==> src/hw/rtl/bgh_pkg.sv <==
// Shared types, widths, the charge threshold table and threshold functions for the battery gauge.
package bgh_pkg;

    localparam int SAMPLE_W   = 12;
    localparam int DIVIDEND_W = 20;
    localparam int DIVISOR_W  = 12;
    localparam int DIV_CNT_W  = 5;
    localparam int CFG_IDX_W  = 3;
    localparam int CFG_DATA_W = 16;
    localparam int TH_W       = 9;

    typedef enum logic [CFG_IDX_W-1:0] {
        CFG_CONNECT_THRESHOLD = 3'd0,
        CFG_SETTLE_PERIODS    = 3'd1,
        CFG_CONFIRM_LIMIT     = 3'd2,
        CFG_TICKS_PER_UPDATE  = 3'd3,
        CFG_INPUT_OFFSET      = 3'd4,
        CFG_INPUT_SCALE       = 3'd5,
        CFG_BATT_SCALE        = 3'd6,
        CFG_KEY_MIN_VOLTAGE   = 3'd7
    } bgh_cfg_idx_t;

    typedef enum logic [3:0] {
        S_IDLE,
        S_IN_START,
        S_IN_WAIT,
        S_BATT_MUL,
        S_BATT_START,
        S_BATT_WAIT,
        S_SCAN,
        S_CAP,
        S_OUT
    } bgh_state_t;

    typedef struct packed {
        logic                  start;
        logic [DIVIDEND_W-1:0] dividend;
        logic [DIVISOR_W-1:0]  divisor;
    } bgh_div_req_t;

    typedef struct packed {
        logic                  done;
        logic [DIVIDEND_W-1:0] quotient;
    } bgh_div_rsp_t;

    // Charge thresholds in 0.01 V, highest level first
    localparam logic [TH_W-1:0] CHARGE_TH [0:15] = '{
        9'd420, 9'd415, 9'd410, 9'd400, 9'd395, 9'd385, 9'd375, 9'd365,
        9'd355, 9'd345, 9'd335, 9'd325, 9'd315, 9'd305, 9'd295, 9'd285
    };

    function automatic logic [TH_W-1:0] charge_th(input logic [3:0] idx);
        return CHARGE_TH[idx];
    endfunction

    function automatic logic [TH_W-1:0] discharge_th(input logic [3:0] idx);
        return 9'd400 - (9'(idx) * 9'd10);
    endfunction

endpackage

==> src/hw/rtl/battery_gauge_hysteresis_core.sv <==
// Battery gauge: input/battery voltage, capacity with hysteresis, key pulse.
//
// One input transaction per tick carries the key request and three ADC
// samples; one output transaction returns capacity, input and battery
// voltage, the connect flag and the key drive level.
// Both channels use valid/stall. The input side stalls while a tick is
// being worked on; the result sits in an output register, so the next tick
// is taken while a finished result still waits for the receiver.
// A tick without a capacity update takes one multiply and a divide on the
// shared divider. An update tick adds a second multiply and divide and,
// once the settle count is zero, a threshold scan over up to LEVELS + 1
// levels. The divider produces one quotient bit per cycle. A stalled
// receiver holds the last finished tick in the output register.
// Reset clears all gauge state, loads the register defaults and empties the
// output register. Configuration is written through cfg_we/cfg_index/
// cfg_wdata, by the user only while the block is idle; the block does not enforce this.
module battery_gauge_hysteresis_core
    import bgh_pkg::*;
#(
    parameter int LEVELS = 10
)
(
    input  logic                  clk,
    input  logic                  rst_n,

    input  logic                  cfg_we,
    input  logic [CFG_IDX_W-1:0]  cfg_index,
    input  logic [CFG_DATA_W-1:0] cfg_wdata,

    input  logic                  in_valid,
    output logic                  in_stall,
    input  logic                  key_request,
    input  logic [SAMPLE_W-1:0]   input_sample,
    input  logic [SAMPLE_W-1:0]   batt_sample,
    input  logic [SAMPLE_W-1:0]   ref_sample,

    output logic                  out_valid,
    input  logic                  out_stall,
    output logic [6:0]            capacity_pct,
    output logic [7:0]            input_volts,
    output logic [15:0]           batt_volts,
    output logic                  power_connected,
    output logic                  key_drive
);

    localparam int IDX_W = $clog2(LEVELS + 1);

    // configuration
    logic [7:0]  thr_reg;
    logic [5:0]  settle_per_reg;
    logic [3:0]  confirm_lim_reg;
    logic [6:0]  tpu_reg;
    logic [7:0]  in_offset_reg;
    logic [7:0]  in_scale_reg;
    logic [7:0]  batt_scale_reg;
    logic [15:0] key_min_reg;

    // gauge state
    bgh_state_t  state_reg, state_next;
    logic [15:0] batt_level_reg, batt_level_next;
    logic [6:0]  cap_level_reg, cap_level_next;
    logic [7:0]  in_level_reg, in_level_next;
    logic [6:0]  tick_reg, tick_next;
    logic [5:0]  settle_reg, settle_next;
    logic [3:0]  confirm_reg, confirm_next;
    logic        key_armed_reg, key_armed_next;
    logic        key_level_reg, key_level_next;
    logic        conn_prev_reg, conn_prev_next;
    logic [IDX_W-1:0] idx_reg, idx_next;

    // working registers
    logic [SAMPLE_W-1:0]   bs_reg, bs_next;
    logic [SAMPLE_W-1:0]   rs_reg, rs_next;
    logic [DIVIDEND_W-1:0] prod_reg, prod_next;

    // output register
    logic        out_valid_reg, out_valid_next;
    logic [6:0]  out_cap_reg, out_cap_next;
    logic [7:0]  out_in_reg, out_in_next;
    logic [15:0] out_batt_reg, out_batt_next;
    logic        out_conn_reg, out_conn_next;
    logic        out_key_reg, out_key_next;

    bgh_div_req_t div_req;
    bgh_div_rsp_t div_rsp;

    logic                  in_accept;
    logic                  out_free;
    logic                  ref_zero;
    logic                  div_ready;
    logic [7:0]            mul_a;
    logic [SAMPLE_W-1:0]   mul_b;
    logic [DIVIDEND_W-1:0] mul_p;
    logic [DIVIDEND_W:0]   in_sum;
    logic [7:0]            in_calc;
    logic                  conn_calc;
    logic [7:0]            tick_inc;
    logic                  upd_due;
    logic [15:0]           batt_calc;
    logic                  charging;
    logic [4:0]            idx_ext;
    logic [TH_W-1:0]       th;
    logic                  scan_end;
    logic                  scan_hit;
    logic [6:0]            tgt;
    logic [4:0]            confirm_inc;
    logic [3:0]            confirm_need;
    logic                  key_lvl_tmp;
    logic                  key_arm_tmp;
    logic [6:0]            target_tab [0:LEVELS];

    genvar gk;
    generate
        for (gk = 0; gk <= LEVELS; gk++)
        begin : g_target
            assign target_tab[gk] = 7'((LEVELS - gk) * 100 / LEVELS);
        end
    endgenerate

    bgh_div u_div (
        .clk   (clk),
        .rst_n (rst_n),
        .req   (div_req),
        .rsp   (div_rsp)
    );

    assign in_accept = in_valid && (state_reg == S_IDLE);
    assign out_free  = !out_valid_reg || !out_stall;
    assign ref_zero  = (rs_reg == '0);
    assign div_ready = ref_zero || div_rsp.done;

    // shared multiplier: input channel at accept, battery channel later
    assign mul_a = (state_reg == S_IDLE) ? in_scale_reg : batt_scale_reg;
    assign mul_b = (state_reg == S_IDLE) ? input_sample : bs_reg;
    assign mul_p = DIVIDEND_W'(mul_a) * DIVIDEND_W'(mul_b);

    assign in_sum    = (DIVIDEND_W + 1)'(div_rsp.quotient) + (DIVIDEND_W + 1)'(in_offset_reg);
    assign in_calc   = ref_zero ? 8'hFF
                     : ((in_sum > (DIVIDEND_W + 1)'(255)) ? 8'hFF : in_sum[7:0]);
    assign conn_calc = in_calc > thr_reg;
    assign tick_inc  = {1'b0, tick_reg} + 8'd1;
    assign upd_due   = tick_inc > {1'b0, tpu_reg};
    assign batt_calc = (ref_zero || (|div_rsp.quotient[DIVIDEND_W-1:16])) ? 16'hFFFF
                     : div_rsp.quotient[15:0];

    assign charging = in_level_reg > thr_reg;
    assign idx_ext  = 5'(idx_reg);
    assign th       = charging ? charge_th(idx_ext[3:0]) : discharge_th(idx_ext[3:0]);
    assign scan_end = (idx_reg == IDX_W'(LEVELS));
    assign scan_hit = batt_level_reg > 16'(th);
    assign tgt      = target_tab[idx_reg];
    assign confirm_inc  = {1'b0, confirm_reg} + 5'd1;
    // an empty battery while discharging takes one update
    assign confirm_need = (!charging && (tgt == '0)) ? 4'd0 : confirm_lim_reg;

    always_comb
    begin
        key_lvl_tmp = key_level_reg;
        key_arm_tmp = key_armed_reg;
        if (key_request && (batt_level_reg >= key_min_reg))
        begin
            key_lvl_tmp = 1'b1;
            key_arm_tmp = 1'b0;
        end
        // one-tick pulse: arm on the first tick, drop on the second
        if (key_lvl_tmp)
        begin
            if (!key_arm_tmp)
            begin
                key_arm_tmp = 1'b1;
            end
            else
            begin
                key_lvl_tmp = 1'b0;
            end
        end
    end

    // next state
    always_comb
    begin
        state_next = state_reg;
        unique case (state_reg)
            S_IDLE:
            begin
                if (in_valid)
                begin
                    state_next = S_IN_START;
                end
            end
            S_IN_START:
            begin
                state_next = S_IN_WAIT;
            end
            S_IN_WAIT:
            begin
                if (div_ready)
                begin
                    state_next = upd_due ? S_BATT_MUL : S_OUT;
                end
            end
            S_BATT_MUL:
            begin
                state_next = S_BATT_START;
            end
            S_BATT_START:
            begin
                state_next = S_BATT_WAIT;
            end
            S_BATT_WAIT:
            begin
                if (div_ready)
                begin
                    state_next = (settle_reg != '0) ? S_OUT : S_SCAN;
                end
            end
            S_SCAN:
            begin
                if (scan_end || scan_hit)
                begin
                    state_next = S_CAP;
                end
            end
            S_CAP:
            begin
                state_next = S_OUT;
            end
            S_OUT:
            begin
                if (out_free)
                begin
                    state_next = S_IDLE;
                end
            end
            default:
            begin
                state_next = S_IDLE;
            end
        endcase
    end

    // state-driven outputs
    always_comb
    begin
        in_stall         = (state_reg != S_IDLE);
        div_req.start    = ((state_reg == S_IN_START) || (state_reg == S_BATT_START))
                           && !ref_zero;
        div_req.dividend = prod_reg;
        div_req.divisor  = rs_reg;
    end

    // datapath
    always_comb
    begin
        batt_level_next = batt_level_reg;
        cap_level_next  = cap_level_reg;
        in_level_next   = in_level_reg;
        tick_next       = tick_reg;
        settle_next     = settle_reg;
        confirm_next    = confirm_reg;
        key_armed_next  = key_armed_reg;
        key_level_next  = key_level_reg;
        conn_prev_next  = conn_prev_reg;
        idx_next        = idx_reg;
        bs_next         = bs_reg;
        rs_next         = rs_reg;
        prod_next       = prod_reg;
        out_valid_next  = out_valid_reg && out_stall;
        out_cap_next    = out_cap_reg;
        out_in_next     = out_in_reg;
        out_batt_next   = out_batt_reg;
        out_conn_next   = out_conn_reg;
        out_key_next    = out_key_reg;

        unique case (state_reg)
            S_IDLE:
            begin
                if (in_accept)
                begin
                    key_level_next = key_lvl_tmp;
                    key_armed_next = key_arm_tmp;
                    bs_next        = batt_sample;
                    rs_next        = ref_sample;
                    prod_next      = mul_p;
                end
            end
            S_IN_WAIT:
            begin
                if (div_ready)
                begin
                    in_level_next = in_calc;
                    if (conn_calc != conn_prev_reg)
                    begin
                        conn_prev_next = conn_calc;
                        settle_next    = settle_per_reg;
                    end
                    tick_next = upd_due ? '0 : tick_inc[6:0];
                end
            end
            S_BATT_MUL:
            begin
                prod_next = mul_p;
            end
            S_BATT_WAIT:
            begin
                if (div_ready)
                begin
                    batt_level_next = batt_calc;
                    idx_next        = '0;
                    if (settle_reg != '0)
                    begin
                        settle_next = settle_reg - 6'd1;
                    end
                end
            end
            S_SCAN:
            begin
                if (!scan_end && !scan_hit)
                begin
                    idx_next = idx_reg + IDX_W'(1);
                end
            end
            S_CAP:
            begin
                if (charging ? (tgt > cap_level_reg) : (tgt < cap_level_reg))
                begin
                    if (confirm_inc > {1'b0, confirm_need})
                    begin
                        confirm_next   = '0;
                        cap_level_next = tgt;
                    end
                    else
                    begin
                        confirm_next = confirm_inc[3:0];
                    end
                end
                else
                begin
                    confirm_next = '0;
                end
            end
            S_OUT:
            begin
                if (out_free)
                begin
                    out_valid_next = 1'b1;
                    out_cap_next   = cap_level_reg;
                    out_in_next    = in_level_reg;
                    out_batt_next  = batt_level_reg;
                    out_conn_next  = in_level_reg > thr_reg;
                    out_key_next   = key_level_reg;
                end
            end
            default:
            begin
            end
        endcase
    end

    always_ff @(posedge clk or negedge rst_n)
    begin
        if (!rst_n)
        begin
            state_reg      <= S_IDLE;
            batt_level_reg <= '0;
            cap_level_reg  <= '0;
            in_level_reg   <= '0;
            tick_reg       <= '0;
            settle_reg     <= '0;
            confirm_reg    <= '0;
            key_armed_reg  <= 1'b0;
            key_level_reg  <= 1'b0;
            conn_prev_reg  <= 1'b0;
            idx_reg        <= '0;
            out_valid_reg  <= 1'b0;
        end
        else
        begin
            state_reg      <= state_next;
            batt_level_reg <= batt_level_next;
            cap_level_reg  <= cap_level_next;
            in_level_reg   <= in_level_next;
            tick_reg       <= tick_next;
            settle_reg     <= settle_next;
            confirm_reg    <= confirm_next;
            key_armed_reg  <= key_armed_next;
            key_level_reg  <= key_level_next;
            conn_prev_reg  <= conn_prev_next;
            idx_reg        <= idx_next;
            out_valid_reg  <= out_valid_next;
        end
    end

    always_ff @(posedge clk)
    begin
        bs_reg       <= bs_next;
        rs_reg       <= rs_next;
        prod_reg     <= prod_next;
        out_cap_reg  <= out_cap_next;
        out_in_reg   <= out_in_next;
        out_batt_reg <= out_batt_next;
        out_conn_reg <= out_conn_next;
        out_key_reg  <= out_key_next;
    end

    // configuration registers
    always_ff @(posedge clk or negedge rst_n)
    begin
        if (!rst_n)
        begin
            thr_reg         <= 8'd90;
            settle_per_reg  <= 6'd30;
            confirm_lim_reg <= 4'd5;
            tpu_reg         <= 7'd100;
            in_offset_reg   <= 8'd8;
            in_scale_reg    <= 8'd72;
            batt_scale_reg  <= 8'd122;
            key_min_reg     <= 16'd300;
        end
        else if (cfg_we)
        begin
            unique case (bgh_cfg_idx_t'(cfg_index))
                CFG_CONNECT_THRESHOLD: thr_reg         <= cfg_wdata[7:0];
                CFG_SETTLE_PERIODS:    settle_per_reg  <= cfg_wdata[5:0];
                CFG_CONFIRM_LIMIT:     confirm_lim_reg <= cfg_wdata[3:0];
                CFG_TICKS_PER_UPDATE:  tpu_reg         <= cfg_wdata[6:0];
                CFG_INPUT_OFFSET:      in_offset_reg   <= cfg_wdata[7:0];
                CFG_INPUT_SCALE:       in_scale_reg    <= cfg_wdata[7:0];
                CFG_BATT_SCALE:        batt_scale_reg  <= cfg_wdata[7:0];
                CFG_KEY_MIN_VOLTAGE:   key_min_reg     <= cfg_wdata;
            endcase
        end
    end

    assign out_valid       = out_valid_reg;
    assign capacity_pct    = out_cap_reg;
    assign input_volts     = out_in_reg;
    assign batt_volts      = out_batt_reg;
    assign power_connected = out_conn_reg;
    assign key_drive       = out_key_reg;

endmodule

==> src/hw/rtl/bgh_div.sv <==
// Restoring divider, one quotient bit per cycle.
module bgh_div
    import bgh_pkg::*;
(
    input  logic         clk,
    input  logic         rst_n,
    input  bgh_div_req_t req,
    output bgh_div_rsp_t rsp
);

    logic                  busy_reg, busy_next;
    logic                  done_reg, done_next;
    logic [DIV_CNT_W-1:0]  cnt_reg, cnt_next;
    logic [DIVISOR_W-1:0]  rem_reg, rem_next;
    logic [DIVIDEND_W-1:0] quo_reg, quo_next;
    logic [DIVISOR_W-1:0]  dvs_reg, dvs_next;

    logic [DIVISOR_W:0]    trial;
    logic [DIVISOR_W:0]    diff;
    logic                  fits;

    assign trial = {rem_reg, quo_reg[DIVIDEND_W-1]};
    assign diff  = trial - {1'b0, dvs_reg};
    assign fits  = trial >= {1'b0, dvs_reg};

    always_comb
    begin
        busy_next = busy_reg;
        done_next = 1'b0;
        cnt_next  = cnt_reg;
        rem_next  = rem_reg;
        quo_next  = quo_reg;
        dvs_next  = dvs_reg;
        if (req.start)
        begin
            busy_next = 1'b1;
            cnt_next  = '0;
            rem_next  = '0;
            quo_next  = req.dividend;
            dvs_next  = req.divisor;
        end
        else if (busy_reg)
        begin
            // shift in the next dividend bit, subtract where it fits
            rem_next = fits ? diff[DIVISOR_W-1:0] : trial[DIVISOR_W-1:0];
            quo_next = {quo_reg[DIVIDEND_W-2:0], fits};
            cnt_next = cnt_reg + DIV_CNT_W'(1);
            if (cnt_reg == DIV_CNT_W'(DIVIDEND_W - 1))
            begin
                busy_next = 1'b0;
                done_next = 1'b1;
            end
        end
    end

    always_ff @(posedge clk or negedge rst_n)
    begin
        if (!rst_n)
        begin
            busy_reg <= 1'b0;
            done_reg <= 1'b0;
            cnt_reg  <= '0;
        end
        else
        begin
            busy_reg <= busy_next;
            done_reg <= done_next;
            cnt_reg  <= cnt_next;
        end
    end

    always_ff @(posedge clk)
    begin
        rem_reg <= rem_next;
        quo_reg <= quo_next;
        dvs_reg <= dvs_next;
    end

    assign rsp.done     = done_reg;
    assign rsp.quotient = quo_reg;

endmodule
==> config.mk <==
export PLATFORM = sky130hd
export DESIGN_NAME = battery_gauge_hysteresis_core
export DESIGN_NICKNAME = d
export VERILOG_FILES = /design/src/hw/rtl/bgh_pkg.sv /design/src/hw/rtl/battery_gauge_hysteresis_core.sv /design/src/hw/rtl/bgh_div.sv
export SDC_FILE = /design/constraint.sdc
export NUM_CORES = 1
export LEC_CHECK = 0
export BUFFER_PORTS_ARGS = -buffer_cell sky130_fd_sc_hd__buf_4
export CAP_MARGIN = 40
export CORE_UTILIZATION = 53
export CTS_BUF_LIST = sky130_fd_sc_hd__clkbuf_4
export CTS_CLUSTER_SIZE = 40
export DETAILED_ROUTE_END_ITERATION = 8
export PLACE_DENSITY_LB_ADDON = 0.3
export RECOVER_POWER = 50
export SLEW_MARGIN = 0
export SYNTH_ARGS = -nofsm -noshare
export SYNTH_HDL_FRONTEND = slang
export SYNTH_SLANG_ARGS = --single-unit
export TNS_END_PERCENT = 20
==> constraint.sdc <==
create_clock -name clk -period 8.4 [get_ports clk]
set_input_delay 0.42 -clock clk [delete_from_list [all_inputs] [get_ports clk]]
set_output_delay 0.42 -clock clk [all_outputs]
set_load 0.01 [all_outputs]
==> metrics.md <==
| Metric | Value |
|---|---|
| Outcome | `complete, but fails checks` |
| Failing checks | `capacitance limit, slew limit` |
| Postcts setup bufs | `0` |
| Area share of the largest cell type after synthesis | `20.21%` |
| Synth-to-layout area growth | `15.70%` |
| Post-synthesis mux area share | `9.060%` |
| Cell count after synthesis | `1,505` |
| Xor/xnor share of the synthesized area | `2.456%` |
| Comb pwr share | `37.2%` |
| Post-synth EDFFs | `108` |
| DRT iter0 DRCs | `940` |
| Maximum clock path buffer count | `3` |
| Average size of a mapped cell | `10.66 sq um` |
| Area contributors post-synth | `edfxtp_1 (20%), dfrtp_1 (17%), ha_1 (10%)` |
| Seq pwr share | `34.8%` |
| Synth cell types | `75` |
| Top-level I/O count | `96` |
| Post-DRT Antenna Nets | `0` |
| Largest family of logic cells by synthesized area | `adder cells` |
| Final period util | `75.66%` |
| Initial Util | `54.00%` |
| Final-stage net count | `1,938` |
| Area leader, netlist | `edfxtp_1` |
| TritonCTS clock tree | `done` |
| Compound-Gate Fraction of Synth Area | `10.49%` |
| Synth Area in Adders | `18.07%` |
| Vias in the first global route | `11,936` |
| Htree depth | `3` |
| Slew @ Worst Pin | `3.363 ns` |
| Slew Viols, Final | `120` |
| Synthesized flop and latch total | `251` |
| Crit path launch type | `flip-flop` |
| Synthesized area | `16,050 sq um` |
| Clock sink total | `251` |
| CP top delay family | `adder cells` |
| Critical path required time | `8.81 ns` |
| Syn. warnings | `0` |
| First-pass GRT wire length | `58.48 mm` |
| Crit Path Class | `flip-flop to flip-flop` |
| Routed WL per cell | `16.50 microns` |
| Gr usage total | `23.69%` |
| Grt ovf | `0` |
| Max transition margin | `-124.2%` |
| PwrDens | `228.6 nW/um^2` |
| Syn nets | `1,760` |
| Worst path bufs/invs | `3` |
| Inst Count DP | `1,962` |
| Row count | `63` |
| Hpwl dp | `25.94 mm` |
| Clk Tree Root Cell | `clkbuf_4` |
| DRC Markers | `0` |
| Slowest cell delay on critical path | `0.68 ns` |
| CP cell instances | `nor4_4 > buf_4 > mux2i_1 > nor2_1 > fa_1 > fa_1 > inv_1 > fa_1 > fa_1 > inv_1 > ha_1 > o21a_1 > o31a_1 > o41ai_1 > o2111ai_1 > o211ai_1 > o21ai_0 > xnor2_1` |
| Worst VDD drop | `0.1360 mV` |
| Via count | `11,820` |
| Register area share after synthesis | `42.33%` |
| Worst Hold Class | `input port to flip-flop` |
| Slowest CP cell | `mux2i_1` |
| Layout cells sized above 1 | `21.21%` |
| Fraction of registers with async set/reset | `52.19%` |
| Sw Share | `33.57%` |
| Largest net degree at the start of global routing | `62` |
| RSZ-0062 raised after global routing | `no` |
| DIE AREA | `30,980 sq um` |
| Min cycle time layout | `6.355 ns` |
| Die Span Y | `176.0 microns` |
| Switch Pwr | `1425 uW` |
| Most common library cell in the layout ignoring fill and taps | `nor2_1` |
| Port buffer count | `94` |
| Final cell count without fillers | `2,131` |
| Total iterations of the first detailed-routing run | `5` |
| CP arrival | `6.77 ns` |
| Design internal power | `2820 uW` |
| Peak Freq | `0.1573 GHz` |
| Nature of the critical path endpoint | `flip-flop` |
| TNS Setup | `0 ns` |
| Post-Route WL | `35.16 mm` |
| Top FF cell, synth | `edfxtp_1` |
| Setup Viol. Count Final | `0` |
| Hold Vio Cnt, Final | `0` |
| Initial antenna violation count | `1` |
| Core box area | `29,720 sq um` |
| Die Wd | `176.0 microns` |
| Total CTS buffers | `71` |
| Simple-gate area share of the yosys netlist | `13.08%` |
| Vias per cell | `5.547` |
| Max-Cap Viols | `2` |
| Commonest cells after routing, fill and taps aside | `nor2_1 (150), inv_1 (142), clkbuf_4 (134)` |
| Cell mode on critical path | `fa_1` |
| Clk_lat worst skew | `0.70 ns` |
| CTS clock-pin slew for the worst setup and hold paths | `0.07 ns` |
| RePlAce Congestion | `0.8935` |
| Clk pwr share | `28.0%` |
| Setup Skew | `0.04342 ns` |
| Worst-path fanout max | `35` |
| Leakage | `0.008113 uW` |
-- tightest hold or removal path, delay by kind of cell --
kind / cells / cell delay [ns]
buffers and inverters: 1 / 0.10
and+or+nand+nor: 2 / 0.18
-- power by group through the flow --
stage,clock network (uW),logic (uW),registers [uW]
after detailed placement,0,1560,1500
after global routing,1290,1810,1490
final,1190,1580,1480
after floorplan,0,1250,1490
after global placement,0,1510,1500
after CTS,1230,1590,1480
-- metrics by stage --
step	cell area (sq um)	power, uW	setup WS, ns	utilization [%]	hold slack, ns
after floorplan	16050	2731	2.540	-	0.1244
after global placement	17160	3011	1.988	57.73	0.4356
after detailed placement	17280	3065	2.076	58.14	0.4347
after CTS	18630	4296	2.066	62.70	0.007773
after global routing	18570	4586	1.058	62.48	0.02965
final	18570	4245	2.045	62.48	0.03840
-- layout make-up --
class                      count  area (sq um)
tap                          390         488.0
clock buffer                 110         825.8
antenna                        1         2.502
sequential                   251          6793
fill                        2363         11150
inverter                     142         533.0
multi-input combinational   1067          8569
timing repair buffer         150          1209
clock inverter                20         147.6
-- layer usage --
metal / global-route usage, % / share of wire, %
met5: 0 / 0
met4: 10.98 / 3.3
met3: 4.199 / 5.0
met2: 38.46 / 47
met1: 30.96 / 44
-- path summary, 6_finish.rpt --
check	from	to	slack (ns)	cells past startpoint
max	state_reg[0]	prod_reg[19]	2.04	18
min	out_stall	out_valid	0.04	3
max reg2reg	state_reg[0]	prod_reg[19]	2.04	18
min reg2reg	rs_reg[0]	u_div.dvs_reg[0]	0.45	0
max in group asynchronous	rst_n	tick_reg[6]	2.32	4
min in group asynchronous	rst_n	cap_level_reg[4]	1.40	2
-- cells by family (layout without fill, tap and decap cells) --
logic type,count (synthesis),in the layout
AND/OR/NAND/NOR,436,436
AO/OA/AOI/OAI,258,258
flip-flops,251,251
adder cells (fa/ha/maj),194,194
buffers and inverters,187,422
multiplexers,133,133
XOR/XNOR,45,45
other,1,2
-- synth_stat cells (5+ instances only) --
cell type / number
nand2b_1: 25
a31oi_1: 17
clkbuf_1: 32
nor3b_1: 7
dfrtp_1: 106
o31ai_1: 12
dfxtp_1: 12
a21oi_1: 64
o211ai_1: 6
xor2_1: 14
fa_1: 63
nor3_1: 33
and3_1: 8
a211oi_1: 15
ha_1: 131
or3_1: 10
mux2i_1: 35
nand4_1: 18
buf_2: 8
xnor2_1: 31
nand2_1: 103
dfstp_2: 25
nor2b_1: 15
nand3_1: 27
inv_1: 142
nor2_1: 151
mux2_2: 98
o21a_1: 13
o22ai_1: 7
o21ai_0: 59
edfxtp_1: 108
nand4b_1: 5
or2_2: 11
a21o_1: 23
nor4_1: 5
-- repair_timing --
item | 4_1_cts | 5_1_grt
hold buffers | 38 | 0
gates resized for setup | 0 | 0
endpoints found under the hold margin | 96 | 0
Note: power is estimated with default switching activity, not from simulation.
